==> src/hw/rtl/binary_trie_longest_prefix_match_core_assert.svh <==
// assertion macros for the trie core
`ifndef BINARY_TRIE_LONGEST_PREFIX_MATCH_CORE_ASSERT_SVH
`define BINARY_TRIE_LONGEST_PREFIX_MATCH_CORE_ASSERT_SVH

// same-cycle implication, checked out of reset
`define BTLPM_ASSERT_IMP(label, clk, rst_n, ante, cons, msg) \
    label: assert property (@(posedge clk) disable iff (!rst_n) (ante) |-> (cons)) \
        else $error(msg);

// next-cycle implication, checked out of reset
`define BTLPM_ASSERT_NXT(label, clk, rst_n, ante, cons, msg) \
    label: assert property (@(posedge clk) disable iff (!rst_n) (ante) |=> (cons)) \
        else $error(msg);

`endif

==> src/hw/rtl/btlpm_ram.sv <==
`timescale 1ns / 1ps

module btlpm_ram #(
    parameter int WIDTH = 8,
    parameter int DEPTH = 2
) (
    input  logic                     clk,
    input  logic                     wr_en,
    input  logic [$clog2(DEPTH)-1:0] wr_addr,
    input  logic [WIDTH-1:0]         wr_data,
    input  logic                     rd_en,
    input  logic [$clog2(DEPTH)-1:0] rd_addr,
    output logic [WIDTH-1:0]         rd_data
);

    logic [WIDTH-1:0] mem [DEPTH];

    always_ff @(posedge clk)
    begin
        if (wr_en)
        begin
            mem[wr_addr] <= wr_data;
        end
        if (rd_en)
        begin
            rd_data <= mem[rd_addr];
        end
    end

endmodule

==> config.mk <==
export PLATFORM = sky130hd
export DESIGN_NAME = btlpm_ram
export DESIGN_NICKNAME = d
export VERILOG_FILES = /design/src/hw/rtl/binary_trie_longest_prefix_match_core_assert.svh /design/src/hw/rtl/btlpm_ram.sv
export SDC_FILE = /design/constraint.sdc
export NUM_CORES = 1
export LEC_CHECK = 0
export ABC_AREA = 1
export ABC_CLOCK_PERIOD_IN_PS = 2370
export BUFFER_PORTS_ARGS = -buffer_cell sky130_fd_sc_hd__buf_4
export CORE_ASPECT_RATIO = 1.2
export CORE_UTILIZATION = 53
export CTS_CLUSTER_DIAMETER = 200
export DETAILED_ROUTE_END_ITERATION = 16
export MAX_ROUTING_LAYER = met4
export PLACE_DENSITY = 0.8
export REMOVE_ABC_BUFFERS = 1
export SLEW_MARGIN = 30
export SYNTH_ARGS = -nofsm -noshare
export SYNTH_HDL_FRONTEND = slang
export SYNTH_SLANG_ARGS = --single-unit
==> constraint.sdc <==
create_clock -name clk -period 2.37 [get_ports clk]
set_input_delay 0.474 -clock clk [delete_from_list [all_inputs] [get_ports clk]]
set_output_delay 0.474 -clock clk [all_outputs]
set_load 0.05 [all_outputs]
==> flow_summary.ini <==
[status]
status = finished, final reports clean

[pwr]
peakVddDrop_v = 0.0004775
power.density_mw_per_mm2 = 746.6
p_leak_nw = 0.4333

[route]
viasPerCell = 4.734
drt_wl_total_mm = 1.044
drtIter0Drc = 2
detail_route.wl_per_cell_um = 11.11
drc = 0
drt.antenna.violating_nets = 0
dr.pass1.iters = 3
vias = 445

[sta]
finalCriticalPeriod_ns = 1.360
fmax_mhz = 735.1
clock_skew_ns = 0.006010
relSlewSlack_pct = 56.35
setup_violations = 0
period_share_pct = 57.40
tns_ns = 0
worst_slew_pin_slew_ns = 0.6524
timing_hold_violations_final = 0
slew_viol_final = 0
setup_ws_ns = 1.010
rsz0062_at_grt = no

[critical_path]
path_buf_inv = 1
cp.required_ns = 1.90
critPathMaxFanout = 1
slowest_stage = edfxtp_1
start_kind = flip-flop
cp.arrival_ns = 0.89
critPathCaptureType = primary output
critical_path.top_delay_family = flip-flops
cpPeakStageDelay_ns = 0.39
path_cells = buf_4
path_class = reg2out

[floorplanning]
fp.dieW_um = 38.36
core_sq_mm = 0.001464
die_y_um = 45.63
start_util_pct = 57.44
rows = 15
io_pins = 21
dieArea_sq_mm = 0.001750

[logic_synthesis]
post-synth-top-count-cell = nand2_1
synth_seq_cells = 24
synth.area.top_cells = edfxtp_1, nand2_1, buf_6
syn_inst = 54
synthFlopType = edfxtp_1
ys_seq_area_share_pct = 85.71
synth_top_area_share_pct = 85.71
synth_top_area_cell = edfxtp_1
synthArstFlopShare_pct = 0
syn-mean-instance-area_sq_um = 15.57
synth_cell_types = 6
syn_area_sq_um = 840.8
synth_edf_count = 24
yosys_warnings = 0
synth_common_cells = nand2_1, edfxtp_1, inv_1

[final_layout]
finalNonFillerCells = 94
diodes = 0
multi_input_area_sq_um = 97.59
seqCellArea_sq_um = 720.7
area_delta_synth_final_pct = 22.17
layout-drive-gt1-share_pct = 31.17
finalInstanceArea_sq_mm = 0.001027
num-fill-cells = 113
fin_nets = 91

[clock_network]
post_cts_buffers = 0
cts.clk_slew.worst_paths_ns = 0.12
cts_max_path_buffers = 2
ctsResizeCount = 0
cts_tree = built
root_buffer = clkbuf_4
postCtsHoldBufs = 0
h-tree-depth = 1
clkSinkCount = 24
clk_latency_ns = 0.30
cts_buffers = 3

[placement]
dp_cells = 90
port_buffers = 20
placed_area_sq_mm = 0.001001
gp_congestion = 0.6544
place_ws_ns = 0.8637

[grt]
grt_overflow = 0
grt_max_degree = 14
grt_usage_pct = 15.10
antenna_found_initial = 0
grt_pass1_wl_mm = 1.649
grt_pass1_vias = 411

[min_path]
hp-class = in2reg

[flow_run]
drv_cap = 0
cell usage in the layout (no fill, tap or decap):
cell type and count:
inv_2 1, buf_4 20, clkbuf_4 3, nand2_1 25, clkinv_1 1, inv_1 2, nor2_1 1, edfxtp_1 24
area by class of cell:
type                    instances  area share [%]
flip-flops and latches         24           70.16
clock buffers                   3           2.192
well taps                      17           2.071
inverters                       3           1.096
clock inverters                 1          0.3654
repair buffers                 20           14.62
multi-input cells              26           9.501
where the power goes:
group / internal (mW) / switching [mW]
Sequential: 0.500 / 0.00702
Clock: 0.0613 / 0.108
Combinational: 0.0306 / 0.0594
Total: 0.592 / 0.175
path summary, 6_finish.rpt:
kind / from / end / slack (ns) / cells after the start
hold reg to reg: mem[0][1] / rd_data[1] / 0.52 / 2
setup / recovery: rd_data[3] / rd_data[3] / 1.01 / 1
hold / removal: wr_data[3] / mem[1][3] / 0.35 / 1
setup reg to reg: mem[1][3] / rd_data[3] / 1.62 / 2
state kept, by name, summed over array words and instances (netlist names):
signal	count
rd_data	8
mem	16
metrics by stage:
step	hold WS (ns)	total power, mW	util, %
floorplan	0.4874	0.5680	-
global placement	0.4982	0.6048	68.38
finish	0.3484	0.7669	70.17
detailed placement	0.4978	0.6091	68.38
global route	0.3296	0.7975	70.17
CTS	0.3394	0.7732	70.17
kinds of logic after synthesis:
kind of cell,Yosys count,share of synthesized area (%)
flip-flops,24,85.71
AND/OR/NAND/NOR,26,11.61
buffers and inverters,4,2.678
per-layer routing:
metal / vias to the layer above / GRT usage [%] / share of wire (%)
met2: 13 / 26.44 / 59
met3: 2 / 1.471 / 3.7
met4: 0 / 10.34 / 1.3
met1: 200 / 15.55 / 36
met5: - / - / 0
li1: 230 / - / -
Power figures use the tool's default switching activity.
